--- src/slfr_pkg.sv ---
`default_nettype none

package slfr_pkg;

  // Default console line capacity in characters.
  localparam int LINE_DEPTH_DEF = 64;

  // Fixed field widths.
  localparam int BYTE_W = 8;
  localparam int RIDX_W = 6;
  localparam int LEN_W  = 7;
  localparam int CFG_IDX_W = 3;

  // Frame sync pattern and console control characters.
  localparam logic [BYTE_W-1:0] SYNC_A = 8'hB5;
  localparam logic [BYTE_W-1:0] SYNC_B = 8'h43;
  localparam logic [BYTE_W-1:0] CH_CR  = 8'h0D;
  localparam logic [BYTE_W-1:0] CH_BS  = 8'h08;

  // Configuration register indexes.
  localparam logic [CFG_IDX_W-1:0] CFG_ID_STATE     = 3'd0;
  localparam logic [CFG_IDX_W-1:0] CFG_ID_LED_A     = 3'd1;
  localparam logic [CFG_IDX_W-1:0] CFG_ID_LED_B     = 3'd2;
  localparam logic [CFG_IDX_W-1:0] CFG_ID_CONSOLE   = 3'd3;
  localparam logic [CFG_IDX_W-1:0] CFG_ID_TELEMETRY = 3'd4;

  // Input word kinds.
  typedef enum logic [1:0] {
    MODE_RX    = 2'd0,
    MODE_LEAVE = 2'd1,
    MODE_READ  = 2'd2
  } mode_t;

  // Result event codes.
  typedef enum logic [2:0] {
    EV_NONE     = 3'd0,
    EV_FRAME    = 3'd1,
    EV_ECHO     = 3'd2,
    EV_LINE     = 3'd3,
    EV_CONSOLE  = 3'd4,
    EV_OVERFLOW = 3'd5
  } ev_t;

  // Frame receiver phases.
  typedef enum logic [2:0] {
    PH_SYNC1     = 3'd0,
    PH_SYNC2     = 3'd1,
    PH_ID        = 3'd2,
    PH_LEN       = 3'd3,
    PH_PAY_FIRST = 3'd4,
    PH_PAY_REST  = 3'd5,
    PH_TRAILER   = 3'd6
  } phase_t;

endpackage

`default_nettype wire

--- src/slfr_line_mem.sv ---
`default_nettype none

module slfr_line_mem
  import slfr_pkg::*;
#(
  parameter int DEPTH = LINE_DEPTH_DEF,
  parameter int IDX_W = $clog2(DEPTH)
) (
  input  wire               clk,
  input  wire               wr_en,
  input  wire [IDX_W-1:0]   wr_addr,
  input  wire [BYTE_W-1:0]  wr_data,
  input  wire               rd_en,
  input  wire [IDX_W-1:0]   rd_addr,
  output logic [BYTE_W-1:0] rd_data
);

  logic [BYTE_W-1:0] mem [DEPTH];

  // Line store write port.
  always_ff @(posedge clk) begin
    if (wr_en) begin
      mem[wr_addr] <= wr_data;
    end
  end

  // Registered read; a write to the same entry in the same cycle is forwarded.
  always_ff @(posedge clk) begin
    if (rd_en) begin
      if (wr_en && (wr_addr == rd_addr)) begin
        rd_data <= wr_data;
      end else begin
        rd_data <= mem[rd_addr];
      end
    end
  end

endmodule

`default_nettype wire

--- src/sync_length_frame_receiver_with_console_core.sv ---
`default_nettype none

// Channel   Direction  Fields (lowest bit first)
// s_axis    in         tuser: mode[1:0]; tdata: rx_byte[7:0], read_index[13:8]
// m_axis    out        tuser: event_res[2:0]; tdata: msg_id, echo_byte, line_length,
//                      line_char, flight_state, led_a, led_b, console_active,
//                      telemetry_request
// cfg       in         cfg_we, cfg_index, cfg_data (message id registers)
//
// One word is accepted per cycle while the result is not stalled; the input register takes it
// at the accepting edge, and its result is then loaded into the result register.
// The line store read is registered alongside the result.
// Reset is synchronous and clears all control and frame state; the line store is not
// cleared, since only entries below the line count are ever shown.
// A stalled result holds the pipeline; the input side keeps taking words while the
// input register is free to move.

module sync_length_frame_receiver_with_console_core
  import slfr_pkg::*;
#(
  parameter int LINE_DEPTH = LINE_DEPTH_DEF
) (
  input  wire                 clk,
  input  wire                 rst,
  // mode[1:0]
  input  wire [1:0]           s_axis_tuser,
  // rx_byte[7:0], read_index[13:8], zero[15:14]
  input  wire [15:0]          s_axis_tdata,
  input  wire                 s_axis_tvalid,
  output logic                s_axis_tready,
  // event_res[2:0]
  output logic [2:0]          m_axis_tuser,
  // msg_id[7:0], echo_byte[15:8], line_length[22:16], line_char[30:23],
  // flight_state[38:31], led_a[39], led_b[40], console_active[41],
  // telemetry_request[42], zero[47:43]
  output logic [47:0]         m_axis_tdata,
  output logic                m_axis_tvalid,
  input  wire                 m_axis_tready,
  input  wire                 cfg_we,
  input  wire [CFG_IDX_W-1:0] cfg_index,
  input  wire [BYTE_W-1:0]    cfg_data
);

  localparam int IDX_W = $clog2(LINE_DEPTH);
  localparam int CNT_W = $clog2(LINE_DEPTH + 1);
  localparam int CMP_W = (CNT_W > RIDX_W) ? CNT_W : RIDX_W;
  localparam logic [CNT_W-1:0] FULL_CNT = CNT_W'(LINE_DEPTH);

  // Configuration registers.
  logic [BYTE_W-1:0] id_state;
  logic [BYTE_W-1:0] id_led_a;
  logic [BYTE_W-1:0] id_led_b;
  logic [BYTE_W-1:0] id_console;
  logic [BYTE_W-1:0] id_telemetry;

  // Input register.
  logic              s1_valid;
  logic [1:0]        s1_mode;
  logic [BYTE_W-1:0] s1_byte;
  logic [RIDX_W-1:0] s1_ridx;
  logic              s1_adv;

  // Receiver and console state.
  phase_t            phase, phase_next;
  logic [BYTE_W-1:0] current_id, current_id_next;
  logic [BYTE_W-1:0] payload_left, payload_left_next;
  logic [BYTE_W-1:0] first_payload, first_payload_next;
  logic              has_payload, has_payload_next;
  logic [BYTE_W-1:0] flight_value, flight_value_next;
  logic [1:0]        led_levels, led_levels_next;
  logic              console_mode, console_mode_next;
  logic [CNT_W-1:0]  line_count, line_count_next;
  logic              line_done, line_done_next;

  // Per-word decode.
  logic [CNT_W-1:0]  line_base;
  logic [BYTE_W-1:0] payload_dec;
  logic              wr_en;
  ev_t               ev;
  logic              tele;
  logic [BYTE_W-1:0] echo;
  logic              frame_word;
  logic              console_word;

  // Result register.
  ev_t               out_ev;
  logic [BYTE_W-1:0] out_msg;
  logic [BYTE_W-1:0] out_echo;
  logic [LEN_W-1:0]  out_len;
  logic              out_char_ok;
  logic [BYTE_W-1:0] out_flight;
  logic [1:0]        out_leds;
  logic              out_console;
  logic              out_tele;
  logic [BYTE_W-1:0] rd_data;
  logic [BYTE_W-1:0] line_char;

  // Configuration writes.
  always_ff @(posedge clk) begin
    if (rst) begin
      id_state     <= 8'd1;
      id_led_a     <= 8'd2;
      id_led_b     <= 8'd3;
      id_console   <= 8'd4;
      id_telemetry <= 8'd5;
    end else if (cfg_we) begin
      unique case (cfg_index)
        CFG_ID_STATE:     id_state     <= cfg_data;
        CFG_ID_LED_A:     id_led_a     <= cfg_data;
        CFG_ID_LED_B:     id_led_b     <= cfg_data;
        CFG_ID_CONSOLE:   id_console   <= cfg_data;
        CFG_ID_TELEMETRY: id_telemetry <= cfg_data;
        default: ;
      endcase
    end
  end

  // Handshake: the input register moves on whenever the result register is free.
  assign s1_adv        = s1_valid && (!m_axis_tvalid || m_axis_tready);
  assign s_axis_tready = !s1_valid || s1_adv;

  always_ff @(posedge clk) begin
    if (rst) begin
      s1_valid <= 1'b0;
    end else if (s_axis_tvalid && s_axis_tready) begin
      s1_valid <= 1'b1;
    end else if (s1_adv) begin
      s1_valid <= 1'b0;
    end
  end

  always_ff @(posedge clk) begin
    if (s_axis_tvalid && s_axis_tready) begin
      s1_mode <= s_axis_tuser;
      s1_byte <= s_axis_tdata[7:0];
      s1_ridx <= s_axis_tdata[13:8];
    end
  end

  // Common decode for both combinational blocks.
  assign frame_word   = (s1_mode == MODE_RX) && !console_mode;
  assign console_word = (s1_mode == MODE_RX) && console_mode;
  assign line_base    = line_done ? '0 : line_count;
  assign payload_dec  = payload_left - 8'd1;

  // Next state of the frame receiver and the console line.
  always_comb begin
    phase_next         = phase;
    current_id_next    = current_id;
    payload_left_next  = payload_left;
    first_payload_next = first_payload;
    has_payload_next   = has_payload;
    flight_value_next  = flight_value;
    led_levels_next    = led_levels;
    console_mode_next  = console_mode;
    line_count_next    = line_count;
    line_done_next     = line_done;
    wr_en              = 1'b0;
    if (frame_word) begin
      unique case (phase)
        PH_SYNC1: begin
          if (s1_byte == SYNC_A) begin
            phase_next = PH_SYNC2;
          end
        end
        PH_SYNC2: begin
          phase_next = (s1_byte == SYNC_B) ? PH_ID : PH_SYNC1;
        end
        PH_ID: begin
          current_id_next = s1_byte;
          phase_next      = PH_LEN;
        end
        PH_LEN: begin
          payload_left_next = s1_byte;
          has_payload_next  = (s1_byte != 8'd0);
          phase_next        = (s1_byte != 8'd0) ? PH_PAY_FIRST : PH_TRAILER;
        end
        PH_PAY_FIRST, PH_PAY_REST: begin
          if (phase == PH_PAY_FIRST) begin
            first_payload_next = s1_byte;
          end
          payload_left_next = payload_dec;
          phase_next        = (payload_dec == 8'd0) ? PH_TRAILER : PH_PAY_REST;
        end
        PH_TRAILER: begin
          phase_next = PH_SYNC1;
          priority if (current_id == id_state) begin
            if (has_payload) begin
              flight_value_next = first_payload;
            end
          end else if (current_id == id_led_a) begin
            led_levels_next[0] = ~led_levels[0];
          end else if (current_id == id_led_b) begin
            led_levels_next[1] = ~led_levels[1];
          end else if (current_id == id_console) begin
            console_mode_next = 1'b1;
          end else begin
            // Telemetry and unknown ids change no state.
          end
        end
        default: begin
          phase_next = PH_SYNC1;
        end
      endcase
    end else if (console_word) begin
      // A finished line is emptied by the next console byte of any kind.
      line_count_next = line_base;
      line_done_next  = 1'b0;
      priority if (s1_byte == CH_CR) begin
        line_done_next = 1'b1;
      end else if (s1_byte == CH_BS) begin
        if (line_base != '0) begin
          line_count_next = line_base - CNT_W'(1);
        end
      end else if (line_base != FULL_CNT) begin
        wr_en           = 1'b1;
        line_count_next = line_base + CNT_W'(1);
      end else begin
        // A full line drops the character.
      end
    end else if ((s1_mode == MODE_LEAVE) && console_mode) begin
      console_mode_next = 1'b0;
      phase_next        = PH_SYNC1;
    end
  end

  // Event, echo and telemetry pulse of the current word.
  always_comb begin
    ev   = EV_NONE;
    tele = 1'b0;
    echo = '0;
    if (frame_word) begin
      if (phase == PH_TRAILER) begin
        ev = EV_FRAME;
        priority if ((current_id == id_state) || (current_id == id_led_a) ||
                     (current_id == id_led_b)) begin
          ev = EV_FRAME;
        end else if (current_id == id_console) begin
          ev = EV_CONSOLE;
        end else if (current_id == id_telemetry) begin
          tele = 1'b1;
        end else begin
          // Any other id only completes the frame.
        end
      end
    end else if (console_word) begin
      priority if (s1_byte == CH_CR) begin
        ev = EV_LINE;
      end else if (s1_byte == CH_BS) begin
        ev   = EV_ECHO;
        echo = s1_byte;
      end else if (line_base == FULL_CNT) begin
        ev = EV_OVERFLOW;
      end else begin
        ev   = EV_ECHO;
        echo = s1_byte;
      end
    end
  end

  // State registers, updated as each word passes the input register.
  always_ff @(posedge clk) begin
    if (rst) begin
      phase         <= PH_SYNC1;
      current_id    <= '0;
      payload_left  <= '0;
      first_payload <= '0;
      has_payload   <= 1'b0;
      flight_value  <= '0;
      led_levels    <= '0;
      console_mode  <= 1'b0;
      line_count    <= '0;
      line_done     <= 1'b0;
    end else if (s1_adv) begin
      phase         <= phase_next;
      current_id    <= current_id_next;
      payload_left  <= payload_left_next;
      first_payload <= first_payload_next;
      has_payload   <= has_payload_next;
      flight_value  <= flight_value_next;
      led_levels    <= led_levels_next;
      console_mode  <= console_mode_next;
      line_count    <= line_count_next;
      line_done     <= line_done_next;
    end
  end

  // Console line store with registered read at the requested position.
  slfr_line_mem #(
    .DEPTH (LINE_DEPTH),
    .IDX_W (IDX_W)
  ) u_line_mem (
    .clk     (clk),
    .wr_en   (wr_en && s1_adv),
    .wr_addr (line_base[IDX_W-1:0]),
    .wr_data (s1_byte),
    .rd_en   (s1_adv),
    .rd_addr (IDX_W'(s1_ridx)),
    .rd_data (rd_data)
  );

  // Result register.
  always_ff @(posedge clk) begin
    if (rst) begin
      m_axis_tvalid <= 1'b0;
    end else if (s1_adv) begin
      m_axis_tvalid <= 1'b1;
    end else if (m_axis_tready) begin
      m_axis_tvalid <= 1'b0;
    end
  end

  always_ff @(posedge clk) begin
    if (s1_adv) begin
      out_ev      <= ev;
      out_msg     <= (ev == EV_FRAME) ? current_id : '0;
      out_echo    <= echo;
      out_len     <= LEN_W'(line_count_next);
      out_char_ok <= CMP_W'(s1_ridx) < CMP_W'(line_count_next);
      out_flight  <= flight_value_next;
      out_leds    <= led_levels_next;
      out_console <= console_mode_next;
      out_tele    <= tele;
    end
  end

  // Positions at or beyond the line length read as zero.
  assign line_char    = out_char_ok ? rd_data : '0;
  assign m_axis_tuser = out_ev;
  assign m_axis_tdata = {5'd0, out_tele, out_console, out_leds[1], out_leds[0],
                         out_flight, line_char, out_len, out_echo, out_msg};

  // The line never holds more than its capacity.
  assert property (@(posedge clk) disable iff (rst) line_count <= FULL_CNT)
    else $error("line count above capacity");

  // Only a completed frame carries a message id.
  assert property (@(posedge clk) disable iff (rst)
    m_axis_tvalid && (out_ev != EV_FRAME) |-> (out_msg == '0))
    else $error("message id without frame event");

  // A telemetry pulse only comes with a frame event.
  assert property (@(posedge clk) disable iff (rst)
    m_axis_tvalid && out_tele |-> (out_ev == EV_FRAME))
    else $error("telemetry pulse without frame event");

  // Entering the console shows console mode in the same result.
  assert property (@(posedge clk) disable iff (rst)
    m_axis_tvalid && (out_ev == EV_CONSOLE) |-> out_console)
    else $error("console event without console mode");

  // A word held in the input register is not lost while the output stalls.
  assert property (@(posedge clk) disable iff (rst)
    s1_valid && !s1_adv |=> s1_valid)
    else $error("input word dropped during stall");

endmodule

`default_nettype wire
--- config.mk ---
export PLATFORM = sky130hd
export DESIGN_NAME = sync_length_frame_receiver_with_console_core
export DESIGN_NICKNAME = d
export VERILOG_FILES = /design/src/slfr_pkg.sv /design/src/slfr_line_mem.sv /design/src/sync_length_frame_receiver_with_console_core.sv
export SDC_FILE = /design/constraint.sdc
export NUM_CORES = 1
export LEC_CHECK = 0
export BUFFER_PORTS_ARGS = -buffer_cell sky130_fd_sc_hd__buf_2
export CAP_MARGIN = 5
export CORE_MARGIN = 2
export CORE_UTILIZATION = 65
export CTS_BUF_LIST = sky130_fd_sc_hd__clkbuf_4 sky130_fd_sc_hd__clkbuf_8 sky130_fd_sc_hd__clkbuf_16
export CTS_CLUSTER_DIAMETER = 150
export CTS_CLUSTER_SIZE = 40
export DETAILED_ROUTE_END_ITERATION = 8
export GPL_TIMING_DRIVEN = 0
export PLACE_DENSITY_LB_ADDON = 0.12
export SKIP_LAST_GASP = 1
export SLEW_MARGIN = 20
export SYNTH_ARGS = -nofsm -noshare
export SYNTH_HDL_FRONTEND = slang
export SYNTH_HIERARCHICAL = 1
export SYNTH_SLANG_ARGS = --single-unit
--- constraint.sdc ---
create_clock -name clk -period 6.45 [get_ports clk]
set_input_delay 0.9675 -clock clk [delete_from_list [all_inputs] [get_ports clk]]
set_output_delay 0.9675 -clock clk [all_outputs]
set_load 0.05 [all_outputs]
-- Yosys cells after proc, flatten, opt, wreduce, memory -nomap -nowiden
Memories as Yosys holds them, arrays and structs flattened. A register that Yosys moved wholly into a read port is not among the register bits.
Cells that the tools add are included.
- equality and inequality tests: 25
- bitwise gates (word level): 5
- reductions and logical operators: 37
- multiplexer cells: 58
- add/subtract/negate cells: 3
- shift-type cells: 0
- magnitude comparators: 1
- div/mod/pow operators: 0
- multiply operators: 0
- operators with widths (kind ; number):
    8-bit 2-to-1 mux ; 7
    7-bit 2-to-1 mux ; 7
    8-bit == test ; 5
    3-bit 2-to-1 mux ; 12
    1-bit 2-to-1 mux ; 24
    8-bit by 4-bit == test with 1-bit output, second input constant ; 2
    8-bit one-hot mux with 2 select lines ; 1
    3-bit one-hot mux with 5 select lines ; 1
    3-bit by 2-bit == test with 1-bit output, second input constant ; 4
    3-bit == test, second input constant ; 4
    2-bit 2-to-1 mux ; 6
    3-bit AND reduction ; 4
    2-bit AND reduction ; 5
    3-bit by 1-bit == test with 1-bit output, second input constant ; 3
    8-bit by 7-bit == test with 1-bit output, second input constant ; 1
    8-bit == test, second input constant ; 1
    8-bit logical NOT ; 1
    4-bit AND reduction ; 2
    2-bit nonzero test ; 4
    8-bit nonzero test ; 1
    8-bit by 1-bit subtractor with 8-bit output, second input constant ; 1
    7-bit by 1-bit adder with 7-bit output, second input constant ; 1
    7-bit == test, second input constant ; 1
    6-bit by 7-bit less-than comparator with 1-bit output ; 1
    other kinds (15) ; 30
- word-level logic and storage cells: 159
- memories kept: 1
- RAM bits: 512
- latch bits: 0
- input port bits: 34
- output and inout port bits: 53
- register bits: 144
- memory bits (read-only): 0
- memory list (memory ; depth ; width ; rd ports ; clocked after Yosys merged registers in ; wr ports ; RTL line ; source):
    u_line_mem.mem ; 64 ; 8 ; 1 ; 1 ; 1 ; slfr_line_mem.sv:18 ; logic [BYTE_W-1:0] mem [DEPTH];

-- Longest topological paths before layout
Gate-level depths: netlist (run 1).
- depth in word-level cells: 10
- mapped depth: 14
- gate-level depth less buffers: 14

-- Cells and area by module
The synthesis (run 1) kept the hierarchy.
- by module, submodules not included (module ; area each (µm²) ; instances ; cells each ; sequential area each (µm²)):
    slfr_line_mem ; 20634.8 ; 1 ; 1147 ; 15615.0
    sync_length_frame_receiver_with_console_core ; 6988.0 ; 1 ; 743 ; 3433.3

-- Worst setup path before layout (run 1)
Ideal clock, no wire load.
- path kind: register -> register
- from: reg s1_byte[4]
- to: reg out_char_ok (data pin)
- path buffers: 2
- slack: 2.606 ns
- arrival time: 3.591 ns
- required time: 6.196 ns
- cell stages (with the launch flop): 15
- library setup time: 0.254 ns
- clock period less this slack: 3.844 ns
- cells stage by stage: edfxtp_1 or3_1 clkbuf_1 or3_1 clkbuf_1 nand2_1 o22a_1 mux2_2 a21o_1 ha_1 o21a_1 o2111ai_1 a21oi_1 o211ai_1 a21o_1
- cells in the longest elaborated chain, start to end: 6
- elaborated cells on any way between the ends: 7
- classes of those cells: 1 x order compare; 2 x eq/ne; 4 x mux
- ends and longest elaborated chain (item ; RTL line ; source):
    from (decl) ; sync_length_frame_receiver_with_console_core.sv:59 ; logic [BYTE_W-1:0] s1_byte;
    from (signal assigned) ; sync_length_frame_receiver_with_console_core.sv:135 ; s1_byte <= s_axis_tdata[7:0];
    8-bit by 4-bit == test with 1-bit output ; sync_length_frame_receiver_with_console_core.sv:211 ; end else if (s1_byte == CH_BS) begin
    7-bit 2-to-1 mux ; sync_length_frame_receiver_with_console_core.sv:211 ;
    7-bit 2-to-1 mux * ; sync_length_frame_receiver_with_console_core.sv:209 ; priority if (s1_byte == CH_CR) begin
    7-bit 2-to-1 mux * ; sync_length_frame_receiver_with_console_core.sv:205 ; end else if (console_word) begin
    7-bit 2-to-1 mux * ; sync_length_frame_receiver_with_console_core.sv:159 ; if (frame_word) begin
    6-bit by 7-bit less-than comparator with 1-bit output * ; sync_length_frame_receiver_with_console_core.sv:319 ; out_char_ok <= CMP_W'(s1_ridx) < CMP_W'(line_count_next);
    to (signal assigned) ; sync_length_frame_receiver_with_console_core.sv:319 ;
    to (decl) ; sync_length_frame_receiver_with_console_core.sv:90 ; logic out_char_ok;
Mark *: on every way between the ends. The rest lies on a longest branch, timed or not.
A chain may end at the register's enable or synchronous reset.

==> impl_metrics.env, run 1 <==
export IMPL_crit_path_max_fanout=24
export IMPL_slew_violations=0
export IMPL_grt_pass1_wl_mm=99.65
export IMPL_start_util_pct=65.85
export IMPL_synthFlopType="edfxtp_1"
export IMPL_power_density_nw_per_um2=238.6
export IMPL_cts_resized=0
export IMPL_cp_required_ps=6810
export IMPL_post_cts_repair_setup_buffers=0
export IMPL_clkSlewWorstSetupHoldPaths_ps=140
export IMPL_antenna_left=0
export IMPL_async_reset_ff_share_pct=0
export IMPL_netlist_area_um2=27620
export IMPL_cts_buffer_depth=3
export IMPL_finalCritPeriodShare_pct=70.62
export IMPL_die_area_um2=44160
export IMPL_dpl_worst_slack_ps=2039
export IMPL_ctsHoldBuffers=0
export IMPL_die_w_um=210.1
export IMPL_synth_distinct_cells=80
export IMPL_die_y_um=210.1
export IMPL_holdCritPathClass="reg -> reg"
export IMPL_ys_warn_count=6
export IMPL_worstSetupStartpoint="s1_byte[5]"
export IMPL_post_drt_wl_per_cell_um=26.25
export IMPL_gr_total_overflow=0
export IMPL_totalWireLength_mm=67.58
export IMPL_synth_top_cell_by_area="edfxtp_1"
export IMPL_ir_drop_v=0.0002145
export IMPL_min_delay_start="id_state[5]"
export IMPL_synth_edf_count=575
export IMPL_htree_levels=1
export IMPL_core_um2=41950
export IMPL_worst_ep_arrival_time_ps=4910
export IMPL_finalWeightedCongestion=0.9444
export IMPL_p_leak_nw=10.27
export IMPL_drive_gt1_share_pct=13.07
export IMPL_power_mw=7.126
export IMPL_rsz0062_at_grt="no"
export IMPL_ios=87
export IMPL_clkLatencyLatePin_ps=600
export IMPL_postSynthCellCount=1890
export IMPL_grt_pass1_vias=16160
export IMPL_status="finished clean"
export IMPL_dp_hpwl_mm=47.74
export IMPL_cts_root_buffer_cell="clkbuf_16"
export IMPL_nets=2064
export IMPL_antenna_found_initial=0
export IMPL_path_common_cell="clkbuf_1"
export IMPL_avgViaCountPerCell=6.575
export IMPL_fin_util_pct=71.21
export IMPL_vias=16930
export IMPL_cap_viol_max_count=0
export IMPL_port_buffers=78
export IMPL_worst_slew_pin_slew_ps=1254
export IMPL_cp_cell_sequence="buf_8, or3_1, clkbuf_1, or3_1, clkbuf_1, nand2_1, nor3_1, clkbuf_1, nand4_1, nor4_4, clkbuf_1, nor2_1, a221o_1"
export IMPL_yosysSeqAreaShare_pct=68.96
export IMPL_diodes=0
export IMPL_synth_most_common_cell="edfxtp_1"
export IMPL_finClkSkew_ps=34.62
export IMPL_reg2reg_from="s1_byte[5]"
export IMPL_area_growth_pct=8.140
export IMPL_cp_start_kind="register"
export IMPL_drt_iter0_markers=1998
export IMPL_cts_made_buffers=20
export IMPL_critPathSlowestCell="edfxtp_1"
export IMPL_grt_max_degree=42
export IMPL_min_period_ps=4555
export IMPL_slew_headroom_pct=16.22
export IMPL_crit_type="reg -> reg"
export IMPL_max_clock_freq_mhz=219.5
export IMPL_synth_top_area_share_pct=62.51
export IMPL_drc_errors=0
export IMPL_dr_pass1_iters=8
export IMPL_synthTopCellsByCount="575 x edfxtp_1, 214 x mux2i_1, 143 x nand2_1, 131 x nor2_1, 99 x a21oi_1"
export IMPL_grt_util_all_layers_pct=30.55
export IMPL_setup_viol=0
export IMPL_cts_tree="done"
export IMPL_final_setup_worst_slack_ps=1895
export IMPL_cts_num_sinks=664
export IMPL_finalHoldViolCount=0
export IMPL_ys_seq_elements=664
export IMPL_max_stage_delay_ps=670
export IMPL_worst_setup_path_end_kind="register"
export IMPL_synthTopCellsByArea="edfxtp_1 63%, mux2i_1 7.8%, dfxtp_1 6.5%"
export IMPL_setup_tns_ps=0
export IMPL_rows=75
export IMPL_syn_mean_instance_area_um2=14.62
-- layout make-up --
cell class | count | area, µm²
multi-input combinational | 1099 | 7964
sequential | 664 | 19050
buffer | 117 | 625.6
tap | 539 | 674.4
clock inverter | 1 | 16.27
clock buffer | 35 | 630.6
timing repair buffer | 105 | 859.6
inverter | 14 | 52.55
fill | 2781 | 12080
-- cells in the final DEF, fill, tap and decap left out, types with 20 or more instances in the layout --
cell type	instances
clkbuf_16	21
and2_1	28
a22oi_1	70
buf_2	101
mux2_2	22
nor2b_1	21
xnor2_1	22
o21ai_0	25
buf_8	20
xor2_1	33
nand3_1	37
mux4_2	23
clkbuf_1	60
dfxtp_1	89
a21oi_1	99
mux2i_1	214
nor2_1	131
edfxtp_1	575
nand2_1	143
-- per-stage QoR --
step	std cells	instance area (µm²)	hold WS, ps
detailed placement	2538	29210	459.8
global route	2574	29870	498.4
floorplan	1894	27640	447.8
finish	2574	29870	478.1
CTS	2574	29860	478.5
global placement	2511	28700	454.4
-- registers in the layout, summed over array words and instances, names as in the netlist, 2 cells and up --
name / cells
u_line_mem/mem: 512
id_state: 8
id_console: 8
current_id: 8
id_led_b: 8
id_led_a: 8
id_telemetry: 8
payload_left: 8
first_payload: 8
s1_byte: 8
led_levels: 2
out_leds: 2
out_flight: 8
line_count: 7
out_echo: 8
s1_mode: 2
flight_value: 8
u_line_mem/rd_data: 8
phase: 3
out_len: 7
out_msg: 8
s1_ridx: 6
m_axis_tuser: 3
-- critical path, delay by kind of cell (launching register included) --
kind	cells	cell delay, ps
AND/OR/NAND/NOR	7	1560
AO/OA/AOI/OAI	1	400
buffers and inverters	5	1680
flip-flops	1	670
-- cells by family (layout without fill, tap and decap cells) --
kind of cell	count (synthesis)	count (layout)	share of synthesized area, %
muxes	264	264	11.00
DFF	664	664	68.96
xor gates and xnor gates	55	55	1.744
and+or+nand+nor	475	475	8.443
adders and majority gates	9	9	0.4077
AOI/OAI and AO/OA	291	291	6.976
buffers and inverters	131	272	2.455
other	1	5	0.01358
-- routing by layer --
metal	global-route usage, %	vias to the layer above	share of wire (%)
li1	-	7423	-
met1	43.18	8439	39
met2	49.27	922	47
met3	5.542	141	11
met4	9.146	0	3.2
met5	0	-	0
-- final timing paths --
path | endpoint | slack (ps) | cells past startpoint
hold reg to reg | id_state[5] | 480 | 2
hold / removal | id_state[5] | 480 | 2
setup reg to reg | u_line_mem/rd_data[4] | 1890 | 13
setup / recovery | u_line_mem/rd_data[4] | 1890 | 13
-- report_power, final --
part	switching [mW]	internal (mW)	leakage, nW
clock network	1.19	0.691	0.330
registers	0.0280	4.69	5.89
logic	0.363	0.172	4.05
Power figures use the tool's default switching activity.
==> run 2, diff against run 1 <==
--- a/config.mk
+++ b/config.mk
@@ -8,7 +8,7 @@
 export BUFFER_PORTS_ARGS = -buffer_cell sky130_fd_sc_hd__buf_2
 export CAP_MARGIN = 5
 export CORE_MARGIN = 2
-export CORE_UTILIZATION = 65
+export CORE_UTILIZATION = 62
 export CTS_BUF_LIST = sky130_fd_sc_hd__clkbuf_4 sky130_fd_sc_hd__clkbuf_8 sky130_fd_sc_hd__clkbuf_16
 export CTS_CLUSTER_DIAMETER = 150
 export CTS_CLUSTER_SIZE = 40
==> constraint.sdc (replaced) <==
create_clock -name clk -period 4.6 [get_ports clk]
set_input_delay 0.69 -clock clk [delete_from_list [all_inputs] [get_ports clk]]
set_output_delay 0.69 -clock clk [all_outputs]
set_load 0.05 [all_outputs]
==> impl_metrics.env, run 2 (synthesis results as in run 1) <==
export IMPL_finalHoldViolCount=0
export IMPL_setup_viol=0
export IMPL_max_stage_delay_ps=840
export IMPL_ios=87
export IMPL_gr_total_overflow=0
export IMPL_cp_start_kind="register"
export IMPL_grt_max_degree=42
export IMPL_start_util_pct=62.60
export IMPL_dp_hpwl_mm=48.57
export IMPL_cts_made_buffers=20
export IMPL_ir_drop_v=0.0003189
export IMPL_cp_required_ps=4830
export IMPL_core_um2=44120
export IMPL_die_y_um=215.1
export IMPL_avgViaCountPerCell=6.394
export IMPL_clkSlewWorstSetupHoldPaths_ps=140
export IMPL_cts_tree="done"
export IMPL_crit_path_max_fanout=9
export IMPL_path_common_cell="clkbuf_1"
export IMPL_status="finished clean"
export IMPL_area_growth_pct=8.407
export IMPL_grt_pass1_wl_mm=101.4
export IMPL_cap_viol_max_count=0
export IMPL_dr_pass1_iters=5
export IMPL_critPathSlowestCell="nor2_1"
export IMPL_drc_errors=0
export IMPL_rsz0062_at_grt="no"
export IMPL_max_clock_freq_mhz=229.9
export IMPL_antenna_left=0
export IMPL_hold_ws_ps=263.2
export IMPL_worst_slew_pin_slew_ps=1289
export IMPL_top_register="u_line_mem/mem"
export IMPL_port_buffers=78
export IMPL_ctsHoldBuffers=0
export IMPL_cts_root_buffer_cell="clkbuf_16"
export IMPL_power_mw=9.928
export IMPL_fillers=3151
export IMPL_drive_gt1_share_pct=12.99
export IMPL_antenna_found_initial=1
export IMPL_layout_common_cells="575 x edfxtp_1, 214 x mux2i_1, 143 x nand2_1"
export IMPL_worst_setup_path_end_kind="register"
export IMPL_setup_tns_ps=0
export IMPL_die_area_um2=46260
export IMPL_rows=77
export IMPL_min_period_ps=4350
export IMPL_finalWeightedCongestion=0.8914
export IMPL_cp_num_buf_inv=3
export IMPL_grt_util_all_layers_pct=29.54
export IMPL_vias=16780
export IMPL_die_w_um=215.1
export IMPL_largest_reg_flops=512
export IMPL_finalCritPeriodShare_pct=94.58
export IMPL_drt_iter0_markers=1978
export IMPL_cp_cell_sequence="or3_1, clkbuf_1, or3_1, clkbuf_1, nand2_1, nor3_1, clkbuf_1, nor2b_1, nand3_1, nor2_1"
export IMPL_holdCritPathClass="in -> reg"
export IMPL_post_drt_wl_per_cell_um=26.05
export IMPL_path_delay_family="simple AND/OR/NAND/NOR gates"
export IMPL_htree_levels=1
export IMPL_diodes=0
export IMPL_finClkSkew_ps=38.44
export IMPL_worst_ep_arrival_time_ps=4580
export IMPL_crit_type="reg -> reg"
export IMPL_layout_commonest_cell="edfxtp_1"
export IMPL_grt_pass1_vias=16180
export IMPL_p_leak_nw=10.27
export IMPL_power_density_nw_per_um2=331.6
export IMPL_nets=2068
export IMPL_slew_violations=0
export IMPL_clkLatencyLatePin_ps=590
export IMPL_fin_area_um2=29950
export IMPL_cts_buffer_depth=3
export IMPL_slew_headroom_pct=11.84
export IMPL_place_area_um2=29310
export IMPL_totalWireLength_mm=68.37
export IMPL_cts_num_sinks=664
## run 2: cell count changes in the layout (fill, tap and decap cells not counted), moves of 2 or more
cell       previous run  this run
a2111oi_0             4         6
clkbuf_4             15         8
nor2_2                1         3
buf_6                 7         9
a2111oi_1             6         4
nor2_1              131       129
## run 2: layout make-up
class | count | area [µm²] | share of cell area, %
Inverter | 14 | 52.55 | 0.1755
Clock buffer | 28 | 578.1 | 1.930
Tap cell | 592 | 740.7 | 2.474
Clock inverter | 1 | 16.27 | 0.05432
Sequential cell | 664 | 19050 | 63.61
Timing Repair Buffer | 109 | 922.1 | 3.079
Buffer | 117 | 625.6 | 2.089
Multi-Input combinational cell | 1099 | 7961 | 26.59
## run 2: stage by stage
step,instances,utilization [%],setup WS [ps]
final,2624,67.86,249.5
after global routing,2624,67.86,41.30
after CTS,2622,67.79,129.0
after detailed placement,2593,66.43,24.74
after global placement,2564,65.20,-1343
after floorplan,1894,-,755.6
## run 2: routing by layer
metal	vias to the layer above	part of all wire (%)	track usage, %
met5	-	0	0
met3	120	9.8	4.628
met2	840	48	48.03
li1	7429	-	-
met1	8390	39	41.81
met4	0	3.1	8.805
## run 2: path summary, 6_finish.rpt
kind | cells after the start | slack [ps] | endpoint | start
setup / recovery | 10 | 250 | u_line_mem/mem[27][5] | s1_byte[4]
hold reg to reg | 2 | 480 | id_telemetry[5] | id_telemetry[5]
hold / removal | 1 | 260 | s1_ridx[5] | s_axis_tdata[13]
setup reg to reg | 10 | 250 | u_line_mem/mem[27][5] | s1_byte[4]
## run 2: what timing repair did
item / in CTS / in global routing
endpoints found under the hold margin: 0 / 0
setup buffers: 0 / 2
pin swaps: 0 / 0
endpoints found under the setup margin: 8 / 186
gates resized for setup: 1 / 2
## run 2: where the power goes
group	internal, mW	switching [mW]	leakage [nW]
clock network	0.906	1.66	0.298
logic	0.246	0.513	4.08
registers	6.57	0.0383	5.89
## run 2: worst reg2reg max path: stages, from the launching register on
cell	delay, ps
edfxtp_1	730
or3_1	200
clkbuf_1	270
or3_1	160
clkbuf_1	390
nand2_1	190
nor3_1	220
clkbuf_1	350
nor2b_1	300
nand3_1	330
nor2_1	840
